### src/hw/rtl/tbra_pkg.sv
// ----------------------------------------------------------------------------
// tbra_pkg: shared types and constants of the three-band RMS analyzer
// Field widths, register indexes, fixed-point scaling and the handshake
// status that the serial arithmetic units report to the sequencer.
// ----------------------------------------------------------------------------
package tbra_pkg;

    localparam int SAMPLE_W    = 16;   // Q1.15 channel sample
    localparam int NUM_SAMPLES = 8;    // sample slots in one frame
    localparam int CNT_W       = 4;    // channel_count register
    localparam int ALPHA_W     = 17;   // Q1.16 gain, 65536 = 1.0
    localparam int FILT_W      = 24;   // Q2.22 filter state
    localparam int ENERGY_W    = 64;   // sum of squares, units of 2^-30
    localparam int LEVEL_W     = 18;   // Q3.15 RMS level
    localparam int CFG_IDX_W   = 2;
    localparam int CFG_DATA_W  = ALPHA_W;

    localparam int MONO_SHIFT  = 7;    // Q1.15 -> Q2.22
    localparam int ALPHA_FRAC  = 16;
    localparam int SQ_SHIFT    = 14;   // Q4.44 square -> units of 2^-30

    localparam int MAX_CHANNELS_DEF = 8;
    localparam int MAX_WINDOW_DEF   = 2048;

    localparam logic [ALPHA_W-1:0] ALPHA_ONE = 17'd65536;
    localparam logic [ALPHA_W-1:0] ROUND_HALF = 17'd32768;

    localparam logic [CNT_W-1:0]   CHANNEL_COUNT_RST = 4'd2;
    localparam logic [ALPHA_W-1:0] ALPHA_LOW_RST     = 17'd2077;
    localparam logic [ALPHA_W-1:0] ALPHA_MID_RST     = 17'd22522;

    // configuration register indexes
    localparam logic [CFG_IDX_W-1:0] CFG_CHANNEL_COUNT = 2'd0;
    localparam logic [CFG_IDX_W-1:0] CFG_ALPHA_LOW     = 2'd1;
    localparam logic [CFG_IDX_W-1:0] CFG_ALPHA_MID     = 2'd2;

    // status of a serial arithmetic unit
    typedef struct packed {
        logic busy;
        logic done;    // one-cycle pulse, result valid from here until next start
    } unit_stat_t;

endpackage

### src/hw/rtl/tbra_mul.sv
// ----------------------------------------------------------------------------
// tbra_mul: bit-serial unsigned multiplier
// Shift-add over one multiplier bit per cycle.
// ----------------------------------------------------------------------------
module tbra_mul
    import tbra_pkg::*;
#(
    parameter int W = 25
) (
    input  logic             aclk,
    input  logic             aresetn,
    input  logic             start,
    input  logic [W-1:0]     op_a,
    input  logic [W-1:0]     op_b,
    output logic [2*W-1:0]   product,
    output unit_stat_t       stat
);

    localparam int CW = $clog2(W + 1);

    logic [W-1:0]  a_reg;
    logic [W-1:0]  hi_reg, hi_next;
    logic [W-1:0]  lo_reg, lo_next;
    logic [CW-1:0] cnt_reg;
    logic          busy_reg, done_reg;
    logic [W:0]    sum;

    always_comb begin
        sum     = {1'b0, hi_reg} + (lo_reg[0] ? {1'b0, a_reg} : '0);
        hi_next = sum[W:1];
        lo_next = {sum[0], lo_reg[W-1:1]};
    end

    always_ff @(posedge aclk) begin
        if (!aresetn) begin
            busy_reg <= 1'b0;
            done_reg <= 1'b0;
            cnt_reg  <= '0;
        end else begin
            done_reg <= 1'b0;
            if (start) begin
                busy_reg <= 1'b1;
                cnt_reg  <= CW'(W);
            end else if (busy_reg) begin
                cnt_reg <= cnt_reg - 1'b1;
                if (cnt_reg == CW'(1)) begin
                    busy_reg <= 1'b0;
                    done_reg <= 1'b1;
                end
            end
        end
    end

    always_ff @(posedge aclk) begin
        if (start) begin
            a_reg  <= op_a;
            hi_reg <= '0;
            lo_reg <= op_b;
        end else if (busy_reg) begin
            hi_reg <= hi_next;
            lo_reg <= lo_next;
        end
    end

    assign product   = {hi_reg, lo_reg};
    assign stat.busy = busy_reg;
    assign stat.done = done_reg;

endmodule

### src/hw/rtl/tbra_div.sv
// ----------------------------------------------------------------------------
// tbra_div: bit-serial unsigned restoring divider
// One quotient bit per cycle, most significant first.
// ----------------------------------------------------------------------------
module tbra_div
    import tbra_pkg::*;
#(
    parameter int NW = 64,
    parameter int DW = 12
) (
    input  logic          aclk,
    input  logic          aresetn,
    input  logic          start,
    input  logic [NW-1:0] dividend,
    input  logic [DW-1:0] divisor,
    output logic [NW-1:0] quotient,
    output unit_stat_t    stat
);

    localparam int CW = $clog2(NW + 1);

    logic [NW-1:0] quo_reg;
    logic [DW-1:0] rem_reg, d_reg;
    logic [CW-1:0] cnt_reg;
    logic          busy_reg, done_reg;
    logic [DW:0]   r2, diff;
    logic          ge;

    always_comb begin
        r2   = {rem_reg, quo_reg[NW-1]};
        ge   = (r2 >= {1'b0, d_reg});
        diff = r2 - {1'b0, d_reg};
    end

    always_ff @(posedge aclk) begin
        if (!aresetn) begin
            busy_reg <= 1'b0;
            done_reg <= 1'b0;
            cnt_reg  <= '0;
        end else begin
            done_reg <= 1'b0;
            if (start) begin
                busy_reg <= 1'b1;
                cnt_reg  <= CW'(NW);
            end else if (busy_reg) begin
                cnt_reg <= cnt_reg - 1'b1;
                if (cnt_reg == CW'(1)) begin
                    busy_reg <= 1'b0;
                    done_reg <= 1'b1;
                end
            end
        end
    end

    always_ff @(posedge aclk) begin
        if (start) begin
            quo_reg <= dividend;
            rem_reg <= '0;
            d_reg   <= divisor;
        end else if (busy_reg) begin
            quo_reg <= {quo_reg[NW-2:0], ge};
            rem_reg <= ge ? diff[DW-1:0] : r2[DW-1:0];
        end
    end

    assign quotient  = quo_reg;
    assign stat.busy = busy_reg;
    assign stat.done = done_reg;

endmodule

### src/hw/rtl/tbra_sqrt.sv
// ----------------------------------------------------------------------------
// tbra_sqrt: digit-serial integer square root
// Two radicand bits per cycle, one root bit out; floor result.
// ----------------------------------------------------------------------------
module tbra_sqrt
    import tbra_pkg::*;
#(
    parameter int NW = 64
) (
    input  logic            aclk,
    input  logic            aresetn,
    input  logic            start,
    input  logic [NW-1:0]   radicand,
    output logic [NW/2-1:0] root,
    output unit_stat_t      stat
);

    localparam int RW = NW / 2;
    localparam int CW = $clog2(RW + 1);

    logic [NW-1:0] rad_reg;
    logic [RW:0]   rem_reg;
    logic [RW-1:0] root_reg;
    logic [CW-1:0] cnt_reg;
    logic          busy_reg, done_reg;
    logic [RW+2:0] r4, trial, diff;
    logic          ge;

    always_comb begin
        r4    = {rem_reg, rad_reg[NW-1:NW-2]};
        trial = {1'b0, root_reg, 2'b01};
        ge    = (r4 >= trial);
        diff  = r4 - trial;
    end

    always_ff @(posedge aclk) begin
        if (!aresetn) begin
            busy_reg <= 1'b0;
            done_reg <= 1'b0;
            cnt_reg  <= '0;
        end else begin
            done_reg <= 1'b0;
            if (start) begin
                busy_reg <= 1'b1;
                cnt_reg  <= CW'(RW);
            end else if (busy_reg) begin
                cnt_reg <= cnt_reg - 1'b1;
                if (cnt_reg == CW'(1)) begin
                    busy_reg <= 1'b0;
                    done_reg <= 1'b1;
                end
            end
        end
    end

    always_ff @(posedge aclk) begin
        if (start) begin
            rad_reg  <= radicand;
            rem_reg  <= '0;
            root_reg <= '0;
        end else if (busy_reg) begin
            rad_reg  <= {rad_reg[NW-3:0], 2'b00};
            rem_reg  <= ge ? diff[RW:0] : r4[RW:0];
            root_reg <= {root_reg[RW-2:0], ge};
        end
    end

    assign root      = root_reg;
    assign stat.busy = busy_reg;
    assign stat.done = done_reg;

endmodule

### src/hw/rtl/three_band_rms_analyzer.sv
// ----------------------------------------------------------------------------
// three_band_rms_analyzer: three-band RMS level meter
// Averages up to eight channels to mono, splits it with two cascaded one-pole
// low-pass filters into low, mid and high bands, and reports the RMS level of
// each band at the end of every analysis window.
// ----------------------------------------------------------------------------
// Usage: each input transfer carries one frame (eight Q1.15 samples in s_tdata,
// end of window on s_tlast). Frames are handled one at a time: s_tready is
// high only while the sequencer is idle. Most of a frame's time goes to the
// bit-serial 25-bit multiplier, which runs five products per frame (two filter
// gains, three squares), and to the bit-serial divider that forms the channel
// average. A frame with tlast adds three level computations (a 64-bit
// bit-serial divide by the frame count, then a two-bit-per-cycle square
// root). A result sits in the output register until taken; the next frame is
// accepted meanwhile, and only the next window end waits for the output
// register to drain. Results go out as one transfer with three Q3.15 levels
// in m_tdata and the window overflow flag in m_tuser. Once a window holds
// MAX_WINDOW frames, further frames are dropped and set the flag; a tlast on
// a dropped frame still closes the window. Write the configuration registers
// only while the block is idle.
// ----------------------------------------------------------------------------
module three_band_rms_analyzer
    import tbra_pkg::*;
#(
    parameter int MAX_CHANNELS = MAX_CHANNELS_DEF,
    parameter int MAX_WINDOW   = MAX_WINDOW_DEF
) (
    input  logic                             aclk,
    input  logic                             aresetn,
    // configuration write port
    input  logic                             cfg_wr_en,
    input  logic [CFG_IDX_W-1:0]             cfg_index,
    input  logic [CFG_DATA_W-1:0]            cfg_wdata,
    // frame input
    input  logic                             s_tvalid,
    output logic                             s_tready,
    input  logic [NUM_SAMPLES*SAMPLE_W-1:0]  s_tdata,   // sample_0 .. sample_7
    input  logic                             s_tlast,   // last_frame
    // level output
    output logic                             m_tvalid,
    input  logic                             m_tready,
    output logic [55:0]                      m_tdata,   // low_level, mid_level,
                                                        // high_level, 2 pad bits
    output logic                             m_tuser    // window_overflow
);

    // widths that follow from the parameters
    localparam int SUM_W   = SAMPLE_W + $clog2(MAX_CHANNELS);
    localparam int MONO_NW = SUM_W + MONO_SHIFT;
    localparam int FW      = $clog2(MAX_WINDOW + 1);
    localparam int MW      = FILT_W + 1;          // magnitude operand width
    localparam int PW      = 2 * MW + 1;          // signed product width
    localparam int RW      = ENERGY_W / 2;

    // sequencer states
    localparam logic [3:0] S_IDLE  = 4'd0;
    localparam logic [3:0] S_SUM   = 4'd1;
    localparam logic [3:0] S_MONO  = 4'd2;
    localparam logic [3:0] S_LOW   = 4'd3;
    localparam logic [3:0] S_MID   = 4'd4;
    localparam logic [3:0] S_SQL   = 4'd5;
    localparam logic [3:0] S_SQM   = 4'd6;
    localparam logic [3:0] S_SQH   = 4'd7;
    localparam logic [3:0] S_END   = 4'd8;
    localparam logic [3:0] S_LDIV  = 4'd9;
    localparam logic [3:0] S_LSQRT = 4'd10;
    localparam logic [3:0] S_OUT   = 4'd11;

    // configuration
    logic [CNT_W-1:0]   channel_count_reg;
    logic [ALPHA_W-1:0] alpha_low_reg, alpha_mid_reg;

    // control
    logic [3:0] state_reg, state_next;
    logic       kick_reg;                     // first cycle in a state
    logic [CNT_W-1:0] cnt_reg, cnt_next;
    logic [1:0] band_reg, band_next;

    // frame payload and window state
    logic [NUM_SAMPLES*SAMPLE_W-1:0] samples_reg, samples_next;
    logic                            last_reg, last_next;
    logic signed [SUM_W-1:0]         sum_reg, sum_next;
    logic signed [FILT_W-1:0]        mono_reg, mono_next;
    logic signed [FILT_W:0]          hp_reg, hp_next;
    logic signed [FILT_W-1:0]        low_reg, low_next;
    logic signed [FILT_W-1:0]        mid_reg, mid_next;
    logic [ENERGY_W-1:0]             e_low_reg, e_low_next;
    logic [ENERGY_W-1:0]             e_mid_reg, e_mid_next;
    logic [ENERGY_W-1:0]             e_high_reg, e_high_next;
    logic [FW-1:0]                   frames_reg, frames_next;
    logic                            ovf_reg, ovf_next;
    logic [3*LEVEL_W-1:0]            lvl_reg, lvl_next;

    // output register
    logic                 m_tvalid_reg, m_tvalid_next;
    logic [3*LEVEL_W-1:0] m_data_reg, m_data_next;
    logic                 m_user_reg, m_user_next;
    logic                 out_load;

    // arithmetic units
    logic                  mul_start, mdiv_start, ldiv_start, sqrt_start;
    logic [MW-1:0]         mul_a, mul_b;
    logic [2*MW-1:0]       mul_p;
    logic [MONO_NW-1:0]    mdiv_q;
    logic [ENERGY_W-1:0]   ldiv_q, e_sel;
    logic [RW-1:0]         sqrt_root;
    unit_stat_t            mul_stat, mdiv_stat, ldiv_stat, sqrt_stat;

    // derived values
    logic [CNT_W-1:0]         n_eff;
    logic [ALPHA_W-1:0]       alpha_low_sat, alpha_mid_sat;
    logic [SUM_W-1:0]         sum_mag;
    logic [FILT_W-1:0]        mono_abs;
    logic signed [FILT_W:0]   d_low;
    logic signed [FILT_W+1:0] d_mid;          // also the high band in S_SQH
    logic [FILT_W:0]          mag_dlow;
    logic [FILT_W+1:0]        mag_dmid_w;
    logic [FILT_W-1:0]        mag_low, mag_mid;
    logic signed [FILT_W-1:0] low_upd, mid_upd;
    logic [LEVEL_W-1:0]       lvl_new;
    logic [ENERGY_W-1:0]      sq_add;

    // y + floor((alpha * (x - y) + 1/2 lsb) / 2^16) from the unsigned product
    function automatic logic signed [FILT_W-1:0] filt_step(
        input logic signed [FILT_W-1:0] y,
        input logic [2*MW-1:0]          p,
        input logic                     neg
    );
        logic signed [PW-1:0] sp;
        logic signed [PW-1:0] rnd;
        sp  = neg ? -$signed({1'b0, p}) : $signed({1'b0, p});
        rnd = sp + $signed(PW'(ROUND_HALF));
        return y + FILT_W'(rnd >>> ALPHA_FRAC);
    endfunction

    // configuration registers
    always_ff @(posedge aclk) begin
        if (!aresetn) begin
            channel_count_reg <= CHANNEL_COUNT_RST;
            alpha_low_reg     <= ALPHA_LOW_RST;
            alpha_mid_reg     <= ALPHA_MID_RST;
        end else if (cfg_wr_en) begin
            case (cfg_index)
                CFG_CHANNEL_COUNT: channel_count_reg <= cfg_wdata[CNT_W-1:0];
                CFG_ALPHA_LOW:     alpha_low_reg     <= cfg_wdata;
                CFG_ALPHA_MID:     alpha_mid_reg     <= cfg_wdata;
                default: ;   // unused index: drop the write
            endcase
        end
    end

    // clamp channel count to 1..MAX_CHANNELS and gains to 1.0
    always_comb begin
        if (channel_count_reg == '0) begin
            n_eff = CNT_W'(1);
        end else if (channel_count_reg > CNT_W'(MAX_CHANNELS)) begin
            n_eff = CNT_W'(MAX_CHANNELS);
        end else begin
            n_eff = channel_count_reg;
        end
        alpha_low_sat = (alpha_low_reg > ALPHA_ONE) ? ALPHA_ONE : alpha_low_reg;
        alpha_mid_sat = (alpha_mid_reg > ALPHA_ONE) ? ALPHA_ONE : alpha_mid_reg;
    end

    // band differences and magnitudes fed to the serial multiplier
    always_comb begin
        sum_mag    = sum_reg[SUM_W-1] ? SUM_W'(-sum_reg) : SUM_W'(sum_reg);
        mono_abs   = FILT_W'(mdiv_q);
        d_low      = {mono_reg[FILT_W-1], mono_reg} - {low_reg[FILT_W-1], low_reg};
        d_mid      = {hp_reg[FILT_W], hp_reg} - {{2{mid_reg[FILT_W-1]}}, mid_reg};
        mag_dlow   = d_low[FILT_W] ? (FILT_W+1)'(-d_low) : (FILT_W+1)'(d_low);
        mag_dmid_w = d_mid[FILT_W+1] ? (FILT_W+2)'(-d_mid) : (FILT_W+2)'(d_mid);
        mag_low    = low_reg[FILT_W-1] ? FILT_W'(-low_reg) : FILT_W'(low_reg);
        mag_mid    = mid_reg[FILT_W-1] ? FILT_W'(-mid_reg) : FILT_W'(mid_reg);
        low_upd    = filt_step(low_reg, mul_p, d_low[FILT_W]);
        mid_upd    = filt_step(mid_reg, mul_p, d_mid[FILT_W+1]);
        sq_add     = ENERGY_W'(mul_p[2*MW-1:SQ_SHIFT]);
    end

    always_comb begin
        case (state_reg)
            S_LOW: begin
                mul_a = MW'(alpha_low_sat);
                mul_b = mag_dlow;
            end
            S_MID: begin
                mul_a = MW'(alpha_mid_sat);
                mul_b = mag_dmid_w[MW-1:0];
            end
            S_SQL: begin
                mul_a = MW'(mag_low);
                mul_b = MW'(mag_low);
            end
            S_SQM: begin
                mul_a = MW'(mag_mid);
                mul_b = MW'(mag_mid);
            end
            default: begin
                mul_a = mag_dmid_w[MW-1:0];
                mul_b = mag_dmid_w[MW-1:0];
            end
        endcase
        case (band_reg)
            2'd0:    e_sel = e_low_reg;
            2'd1:    e_sel = e_mid_reg;
            default: e_sel = e_high_reg;
        endcase
    end

    assign mul_start  = kick_reg && ((state_reg == S_LOW) || (state_reg == S_MID) ||
                        (state_reg == S_SQL) || (state_reg == S_SQM) ||
                        (state_reg == S_SQH));
    assign mdiv_start = kick_reg && (state_reg == S_MONO);
    assign ldiv_start = kick_reg && (state_reg == S_LDIV);
    assign sqrt_start = kick_reg && (state_reg == S_LSQRT);

    // saturate the root to Q3.15; an empty window reads as zero
    always_comb begin
        if (frames_reg == '0) begin
            lvl_new = '0;
        end else if (|sqrt_root[RW-1:LEVEL_W]) begin
            lvl_new = '1;
        end else begin
            lvl_new = sqrt_root[LEVEL_W-1:0];
        end
    end

    assign out_load = (state_reg == S_OUT) && (!m_tvalid_reg || m_tready);

    // sequencer
    always_comb begin
        state_next   = state_reg;
        cnt_next     = cnt_reg;
        band_next    = band_reg;
        samples_next = samples_reg;
        last_next    = last_reg;
        sum_next     = sum_reg;
        mono_next    = mono_reg;
        hp_next      = hp_reg;
        low_next     = low_reg;
        mid_next     = mid_reg;
        e_low_next   = e_low_reg;
        e_mid_next   = e_mid_reg;
        e_high_next  = e_high_reg;
        frames_next  = frames_reg;
        ovf_next     = ovf_reg;
        lvl_next     = lvl_reg;

        m_tvalid_next = m_tvalid_reg && !m_tready;
        m_data_next   = m_data_reg;
        m_user_next   = m_user_reg;

        case (state_reg)
            S_IDLE: begin
                if (s_tvalid) begin
                    samples_next = s_tdata;
                    last_next    = s_tlast;
                    if (frames_reg >= FW'(MAX_WINDOW)) begin
                        // window full: drop the frame, keep the end mark
                        ovf_next   = 1'b1;
                        state_next = S_END;
                    end else begin
                        cnt_next   = '0;
                        sum_next   = '0;
                        state_next = S_SUM;
                    end
                end
            end
            S_SUM: begin
                // one channel per cycle off the bottom of the sample shifter
                if (cnt_reg == n_eff) begin
                    state_next = S_MONO;
                end else begin
                    sum_next     = sum_reg + SUM_W'($signed(samples_reg[SAMPLE_W-1:0]));
                    samples_next = samples_reg >> SAMPLE_W;
                    cnt_next     = cnt_reg + 1'b1;
                end
            end
            S_MONO: begin
                if (mdiv_stat.done) begin
                    mono_next  = sum_reg[SUM_W-1] ? -mono_abs : mono_abs;
                    state_next = S_LOW;
                end
            end
            S_LOW: begin
                if (mul_stat.done) begin
                    low_next   = low_upd;
                    hp_next    = {mono_reg[FILT_W-1], mono_reg} -
                                 {low_upd[FILT_W-1], low_upd};
                    state_next = S_MID;
                end
            end
            S_MID: begin
                if (mul_stat.done) begin
                    mid_next   = mid_upd;
                    state_next = S_SQL;
                end
            end
            S_SQL: begin
                if (mul_stat.done) begin
                    e_low_next = e_low_reg + sq_add;
                    state_next = S_SQM;
                end
            end
            S_SQM: begin
                if (mul_stat.done) begin
                    e_mid_next = e_mid_reg + sq_add;
                    state_next = S_SQH;
                end
            end
            S_SQH: begin
                if (mul_stat.done) begin
                    e_high_next = e_high_reg + sq_add;
                    frames_next = frames_reg + 1'b1;
                    state_next  = S_END;
                end
            end
            S_END: begin
                band_next  = '0;
                state_next = last_reg ? S_LDIV : S_IDLE;
            end
            S_LDIV: begin
                if (ldiv_stat.done) begin
                    state_next = S_LSQRT;
                end
            end
            S_LSQRT: begin
                if (sqrt_stat.done) begin
                    // shift each level in at the top so low lands at the bottom
                    lvl_next = {lvl_new, lvl_reg[3*LEVEL_W-1:LEVEL_W]};
                    if (band_reg == 2'd2) begin
                        state_next = S_OUT;
                    end else begin
                        band_next  = band_reg + 1'b1;
                        state_next = S_LDIV;
                    end
                end
            end
            S_OUT: begin
                if (out_load) begin
                    m_tvalid_next = 1'b1;
                    m_data_next   = lvl_reg;
                    m_user_next   = ovf_reg;
                    low_next      = '0;
                    mid_next      = '0;
                    e_low_next    = '0;
                    e_mid_next    = '0;
                    e_high_next   = '0;
                    frames_next   = '0;
                    ovf_next      = 1'b0;
                    state_next    = S_IDLE;
                end
            end
            default: begin
                state_next = S_IDLE;
            end
        endcase
    end

    always_ff @(posedge aclk) begin
        if (!aresetn) begin
            state_reg    <= S_IDLE;
            kick_reg     <= 1'b0;
            cnt_reg      <= '0;
            band_reg     <= '0;
            low_reg      <= '0;
            mid_reg      <= '0;
            e_low_reg    <= '0;
            e_mid_reg    <= '0;
            e_high_reg   <= '0;
            frames_reg   <= '0;
            ovf_reg      <= 1'b0;
            m_tvalid_reg <= 1'b0;
        end else begin
            state_reg    <= state_next;
            kick_reg     <= (state_next != state_reg);
            cnt_reg      <= cnt_next;
            band_reg     <= band_next;
            low_reg      <= low_next;
            mid_reg      <= mid_next;
            e_low_reg    <= e_low_next;
            e_mid_reg    <= e_mid_next;
            e_high_reg   <= e_high_next;
            frames_reg   <= frames_next;
            ovf_reg      <= ovf_next;
            m_tvalid_reg <= m_tvalid_next;
        end
    end

    always_ff @(posedge aclk) begin
        samples_reg <= samples_next;
        last_reg    <= last_next;
        sum_reg     <= sum_next;
        mono_reg    <= mono_next;
        hp_reg      <= hp_next;
        lvl_reg     <= lvl_next;
        m_data_reg  <= m_data_next;
        m_user_reg  <= m_user_next;
    end

    tbra_mul #(
        .W (MW)
    ) u_mul (
        .aclk    (aclk),
        .aresetn (aresetn),
        .start   (mul_start),
        .op_a    (mul_a),
        .op_b    (mul_b),
        .product (mul_p),
        .stat    (mul_stat)
    );

    tbra_div #(
        .NW (MONO_NW),
        .DW (CNT_W)
    ) u_mono_div (
        .aclk     (aclk),
        .aresetn  (aresetn),
        .start    (mdiv_start),
        .dividend ({sum_mag, MONO_SHIFT'(0)}),
        .divisor  (n_eff),
        .quotient (mdiv_q),
        .stat     (mdiv_stat)
    );

    tbra_div #(
        .NW (ENERGY_W),
        .DW (FW)
    ) u_level_div (
        .aclk     (aclk),
        .aresetn  (aresetn),
        .start    (ldiv_start),
        .dividend (e_sel),
        .divisor  (frames_reg),
        .quotient (ldiv_q),
        .stat     (ldiv_stat)
    );

    tbra_sqrt #(
        .NW (ENERGY_W)
    ) u_sqrt (
        .aclk     (aclk),
        .aresetn  (aresetn),
        .start    (sqrt_start),
        .radicand (ldiv_q),
        .root     (sqrt_root),
        .stat     (sqrt_stat)
    );

    assign s_tready = (state_reg == S_IDLE);
    assign m_tvalid = m_tvalid_reg;
    assign m_tdata  = {2'b00, m_data_reg};
    assign m_tuser  = m_user_reg;

    // frame count never passes the window limit
    a_frames_bound: assert property (@(posedge aclk) disable iff (!aresetn)
        frames_reg <= FW'(MAX_WINDOW))
        else $error("frame count beyond window limit");

    // a frame arriving on a full window marks overflow
    a_drop_sets_ovf: assert property (@(posedge aclk) disable iff (!aresetn)
        (s_tvalid && s_tready && (frames_reg == FW'(MAX_WINDOW))) |=> ovf_reg)
        else $error("dropped frame did not set overflow");

    // emitting a result clears the window
    a_window_clear: assert property (@(posedge aclk) disable iff (!aresetn)
        out_load |=> ((frames_reg == '0) && !ovf_reg && (low_reg == '0) &&
                      (e_high_reg == '0)))
        else $error("window not cleared after result");

    // the shared multiplier is never restarted mid-product
    a_mul_idle: assert property (@(posedge aclk) disable iff (!aresetn)
        mul_start |-> !mul_stat.busy)
        else $error("multiplier started while busy");

endmodule

### config.mk
export PLATFORM = sky130hd
export DESIGN_NAME = three_band_rms_analyzer
export DESIGN_NICKNAME = d
export VERILOG_FILES = /design/src/hw/rtl/tbra_pkg.sv /design/src/hw/rtl/tbra_mul.sv /design/src/hw/rtl/tbra_div.sv /design/src/hw/rtl/tbra_sqrt.sv /design/src/hw/rtl/three_band_rms_analyzer.sv
export SDC_FILE = /design/constraint.sdc
export NUM_CORES = 2
export LEC_CHECK = 0
export CAP_MARGIN = 15
export CORE_MARGIN = 1
export CORE_UTILIZATION = 45
export DETAILED_ROUTE_END_ITERATION = 10
export DONT_BUFFER_PORTS = 1
export PLACE_DENSITY = 0.65
export SLEW_MARGIN = 20
export SYNTH_ARGS = -nofsm -noshare
export SYNTH_HDL_FRONTEND = slang
export SYNTH_SLANG_ARGS = --single-unit
### constraint.sdc
create_clock -name aclk -period 33.9 [get_ports aclk]
set_input_delay 1.695 -clock aclk [delete_from_list [all_inputs] [get_ports aclk]]
set_output_delay 1.695 -clock aclk [all_outputs]
set_load 0.005 [all_outputs]
-- Yosys cells after proc, flatten, opt, wreduce, memory -nomap -nowiden
Index checks and enable logic that the tools add are counted.
- logic and storage cells: 285
- flip-flop bits (word level): 966
- $add $sub $neg: 29
- eq/ne operators: 33
- bitwise logic cells: 5
- multiplexer cells: 102
- $lt $le $gt $ge: 7
- reduce and logical (&&, ||, !) cells: 56
- operator list (kind ; count):
    64-bit 2-to-1 mux ; 8
    64-bit one-hot mux with 2 select lines ; 4
    128-bit 2-to-1 mux ; 2
    128-bit one-hot mux with 2 select lines ; 1
    64-bit by 36-bit adder with 64-bit output ; 3
    24-bit 2-to-1 mux ; 6
    25-bit 2-to-1 mux ; 5
    25-bit one-hot mux with 4 select lines ; 1
    24-bit one-hot mux with 2 select lines ; 2
    40-bit by 17-bit adder with 40-bit output (second input constant) ; 2
    40-bit 2-to-1 mux ; 2
    19-bit 2-to-1 mux ; 4
    4-bit 2-to-1 mux ; 19
    25-bit one-hot mux with 3 select lines ; 1
    24-bit negation ; 3
    26-bit 2-to-1 mux ; 2
    25-bit negation ; 2
    24-bit by 24-bit subtractor with 25-bit output ; 2
    24-bit adder ; 2
    4-bit one-hot mux with 12 select lines ; 1
    40-bit negation ; 1
    19-bit one-hot mux with 2 select lines ; 1
    12-bit 2-to-1 mux ; 3
    35-bit by 34-bit greater-or-equal comparator with 1-bit output ; 1
    57 further kinds ; 154

-- Longest topological paths before layout
- depth after elaboration: 7
- gate-level depth with buffers: 38
- gate-level depth less buffers: 34

-- Modules after synthesis
A second synthesis with hierarchy kept.
- cells, all modules: 6623
- area, all modules: 60286.6 um2
- modules (own cells, without submodules) (module ; cells an instance ; times used ; area an instance (um2)):
    three_band_rms_analyzer ; 4953 ; 1 ; 41765.1
    tbra_sqrt ; 763 ; 1 ; 7574.8
    tbra_div at u_level_div ; 349 ; 1 ; 4590.7
    tbra_mul ; 421 ; 1 ; 4481.8
    tbra_div at u_mono_div ; 137 ; 1 ; 1874.3

-- Worst setup path after synthesis
No wires, ideal clock.
- path type: input to register
- start: in s_tvalid
- end: reg cnt_reg[3]
- library setup time: 0.129 ns
- required time: 33.771 ns
- path slack: 9.528 ns
- buffers on the path: 0
- stages: 6
- arrival: 24.243 ns
- cells stage by stage: nor2_1 a2111oi_0 a21boi_1 nand4_1 xor2_1 nor2_1
- cells in the longest elaborated chain, start to end: 2
- ends and longest elaborated chain (item ; line ; RTL):
    start, declared ; three_band_rms_analyzer.sv:35 ; input logic s_tvalid,
    2-bit inequality test (no line) ; - ;
    4-bit AND reduction (no line) ; - ;
    end signal, assigned ; three_band_rms_analyzer.sv:377 ; cnt_reg <= cnt_next;
    end, declared ; three_band_rms_analyzer.sv:76 ; logic [CNT_W-1:0] cnt_reg, cnt_next;
Every way passes these cells.
A chain may end at the register's enable or synchronous reset.

-- Worst setup path after layout
- start: reg low_reg[0]
- end: reg hp_reg[23], data pin
- cells in the longest elaborated chain, start to end: 5
- ends and longest elaborated chain (item ; line ; RTL):
    start, declared ; three_band_rms_analyzer.sv:85 ; logic signed [FILT_W-1:0] low_reg, low_next;
    start signal, assigned ; three_band_rms_analyzer.sv:379 ; low_reg <= low_next;
    24-bit by 24-bit subtractor with 25-bit output ; three_band_rms_analyzer.sv:169 ; d_low = {mono_reg[FILT_W-1], mono_reg} - {low_reg[FILT_W-1], low_reg};
    40-bit 2-to-1 mux ; three_band_rms_analyzer.sv:131 ; sp = neg ? -$signed({1'b0, p}) : $signed({1'b0, p});
    40-bit by 17-bit adder with 40-bit output ; three_band_rms_analyzer.sv:132 ; rnd = sp + $signed(PW'(ROUND_HALF));
    24-bit adder (*) ; three_band_rms_analyzer.sv:133 ; return y + FILT_W'(rnd >>> ALPHA_FRAC);
    24-bit by 24-bit subtractor with 25-bit output (*) ; three_band_rms_analyzer.sv:288 ; hp_next = {mono_reg[FILT_W-1], mono_reg} -
    end signal, assigned ; three_band_rms_analyzer.sv:395 ; hp_reg <= hp_next;
    end, declared ; three_band_rms_analyzer.sv:84 ; logic signed [FILT_W:0] hp_reg, hp_next;
Every way passes the cells marked *; elsewhere a longest branch is shown, timed or not.

==> impl_metrics.tcl <==
set metrics [dict create \
    coreArea_sq_um 132000 \
    cp_max_fo 52 \
    ios 212 \
    cts_hold_buf 0 \
    post_cts_buffers 0 \
    grt_pass1_vias 47700 \
    swShare_pct 28.4 \
    clk_pin_slew_ps 60 \
    ctsResizeCount 0 \
    io_buffers 0 \
    grt_pass1_wl_mm 267 \
    grt_usage_pct 24.7 \
    p_seq_share_pct 44.1 \
    dieArea_sq_um 135000 \
    relSlewSlack_pct 22.3 \
    r2r-start "low_reg[0]" \
    worstHoldEndpoint "m_data_reg[0]" \
    clk_latency_ps 730 \
    synthDistinctLibCells 102 \
    cts_tree "built" \
    ctsRootBufferMaster "clkbuf_16" \
    diodes 0 \
    ys_ff_latch 966 \
    die_y_um 367 \
    maxCapViolCount 0 \
    ys_seq_area_share_pct 40.9 \
    drtIter0Drc 4123 \
    switchingPower_mw 0.870 \
    holdCritPathClass "reg2reg" \
    largest_reg_flops 128 \
    remaining_drc_errors 0 \
    vias 50200 \
    clockPowerShare_pct 38.9 \
    synth-edff-count 519 \
    drt-vias-per-instance 5.89 \
    num-nets-final 7177 \
    crit_path_end_kind "register" \
    synth_flop_cell "edfxtp_1" \
    place_congestion 0.960 \
    dpl.cell_count 8314 \
    grt_overflow 0 \
    rr_endpoint "hp_reg[23]" \
    synth.avg_cell_area_sq_um 8.83 \
    fin_cells 8514 \
    fmax_mhz 117 \
    layout_min_cycle_time_ps 8570 \
    worstMarginPinSlew_ps 1140 \
    setup_tns_ps 0 \
    layout_commonest_cell "nand2_1" \
    cp-start-kind "register" \
    required_ps 34360 \
    core.rowCount 133 \
    cp.arrival_ps 9030 \
    ir_worst_vdd_uv 44.3 \
    syn-cell-area_sq_um 60100 \
    wire_per_inst_um 20.0 \
    synth_warnings 0 \
    async_reset_ff_share_pct 0 \
    period_share_pct 25.3 \
    power.total_mw 3.06 \
    hold_start "lvl_reg[0]" \
    dr.pass1.iters 7 \
    clock_skew_ps 32.2 \
    htree_levels 3 \
    final_cell_mix "1,039 x nand2_1, 604 x nor2_1, 519 x edfxtp_1" \
    power_frac_comb_pct 17.0 \
    synthToLayoutAreaGrowth_pct 8.82 \
    finalMaxSlewViolations 0 \
    hold-worst-slack_ps 415 \
    numClockSinks 966 \
    slowest_stage "o41ai_1" \
    die_x_um 367 \
    cellLeakagePower_nw 25.0 \
    antenna_found_initial 2 \
    path_class "reg2reg" \
    setup_viol 0 \
    status "finished, final reports clean" \
    hold_violations 0 \
    cts_buffers 106 \
    synthCells 6803 \
    cts_max_path_buffers 3 \
    drive_gt1_share_pct 5.50 \
    power.density_nw_per_um2 46.8 \
    crit_path_max_incr_delay_ps 610 \
    hold_depth 0 \
    wl_mm 171 \
    hpwl_mm 126 \
    grt_max_degree 97 \
    rsz0062_at_grt "no" \
    rr_worst_depth 33 \
    internal_power_mw 2.19 \
    regToRegSetupSlack_ps 25330 \
    cpMostUsedCell "ha_1" \
    ant_nets 0 \
    start_util_pct 45.5 \
]
==> worst max path at each step <==
stage	start	end	slack [ps]	depth (start not counted)
after detailed placement	low_reg[0]	hp_reg[23]	25420	33
after CTS	low_reg[0]	hp_reg[23]	25380	33
after global routing	low_reg[0]	hp_reg[23]	24710	33
after global placement	low_reg[0]	hp_reg[23]	25490	33
final	low_reg[0]	hp_reg[23]	25330	33
after floorplan	s_tvalid	cnt_reg[3]	9530	6
==> cell families (layout without fill, tap and decap cells) <==
group / Yosys count / count (layout) / synth area share [%]
adders and majority gates: 358 / 358 / 7.60
and+or+nand+nor: 2572 / 2572 / 19.7
muxes: 142 / 142 / 2.38
DFF: 966 / 966 / 40.9
AOI/OAI and AO/OA: 1708 / 1708 / 18.9
other: 1 / 2 / 0.00624
xor gates and xnor gates: 471 / 471 / 6.89
buffers and inverters: 585 / 540 / 3.71
==> synth_stat cells (all sizes together), types with 114 or more instances <==
| master | n | area, sq um |
|---|---|---|
| a21o | 141 | 1060 |
| a21oi | 398 | 2010 |
| a22oi | 168 | 1260 |
| a31oi | 114 | 713 |
| clkbuf | 278 | 1040 |
| dfxtp | 447 | 8950 |
| edfxtp | 519 | 15600 |
| ha | 345 | 4320 |
| inv | 258 | 968 |
| mux2i | 138 | 1380 |
| nand2 | 1041 | 3910 |
| nand3 | 187 | 936 |
| nor2 | 613 | 2300 |
| nor3 | 131 | 671 |
| o21ai | 315 | 1580 |
| xnor2 | 332 | 2910 |
| xor2 | 138 | 1210 |
==> area by class of cell <==
type / count / area, sq um
Multi-Input combinational cell: 5253 / 33500
Fill cell: 12400 / 66600
Sequential cell: 966 / 24500
Timing Repair Buffer: 79 / 593
Clock inverter: 72 / 737
Tap cell: 1755 / 2200
Inverter: 261 / 988
Clock buffer: 128 / 2850
==> per-stage QoR <==
stage	instance area [sq um]	setup slack (ps)	utilization, %
3_3_place_gp	61700	25490	46.8
5_1_grt	65400	24710	49.5
3_5_place_dp	61800	25420	46.8
2_1_floorplan	60100	9530	-
6_report	65400	25330	49.5
4_1_cts	65300	25380	49.5
==> power by group through the flow <==
stage / combinational (mW) / clock, mW / sequential [mW]
after floorplan: 0.407 / 0 / 1.36
after global placement: 0.503 / 0 / 1.37
after detailed placement: 0.514 / 0 / 1.37
after CTS: 0.517 / 1.22 / 1.35
after global routing: 0.581 / 1.26 / 1.35
final: 0.520 / 1.19 / 1.35
==> critical path: cells and delay by family, from the launching register on <==
kind	cells	cell delay, ps
AO/OA/AOI/OAI	17	4540
XOR/XNOR	4	630
adder cells (fa/ha/maj)	5	1550
buffers and inverters	2	340
flip-flops	1	460
AND/OR/NAND/NOR	5	710
==> routing by layer <==
metal	vias to the layer above	track usage [%]	share of wire, %
li1	24400	-	-
met1	24000	32.2	43
met2	1464	40.5	46
met3	319	4.23	6.4
met4	0	9.82	4.1
met5	-	0	0
Power figures use the tool's default switching activity.
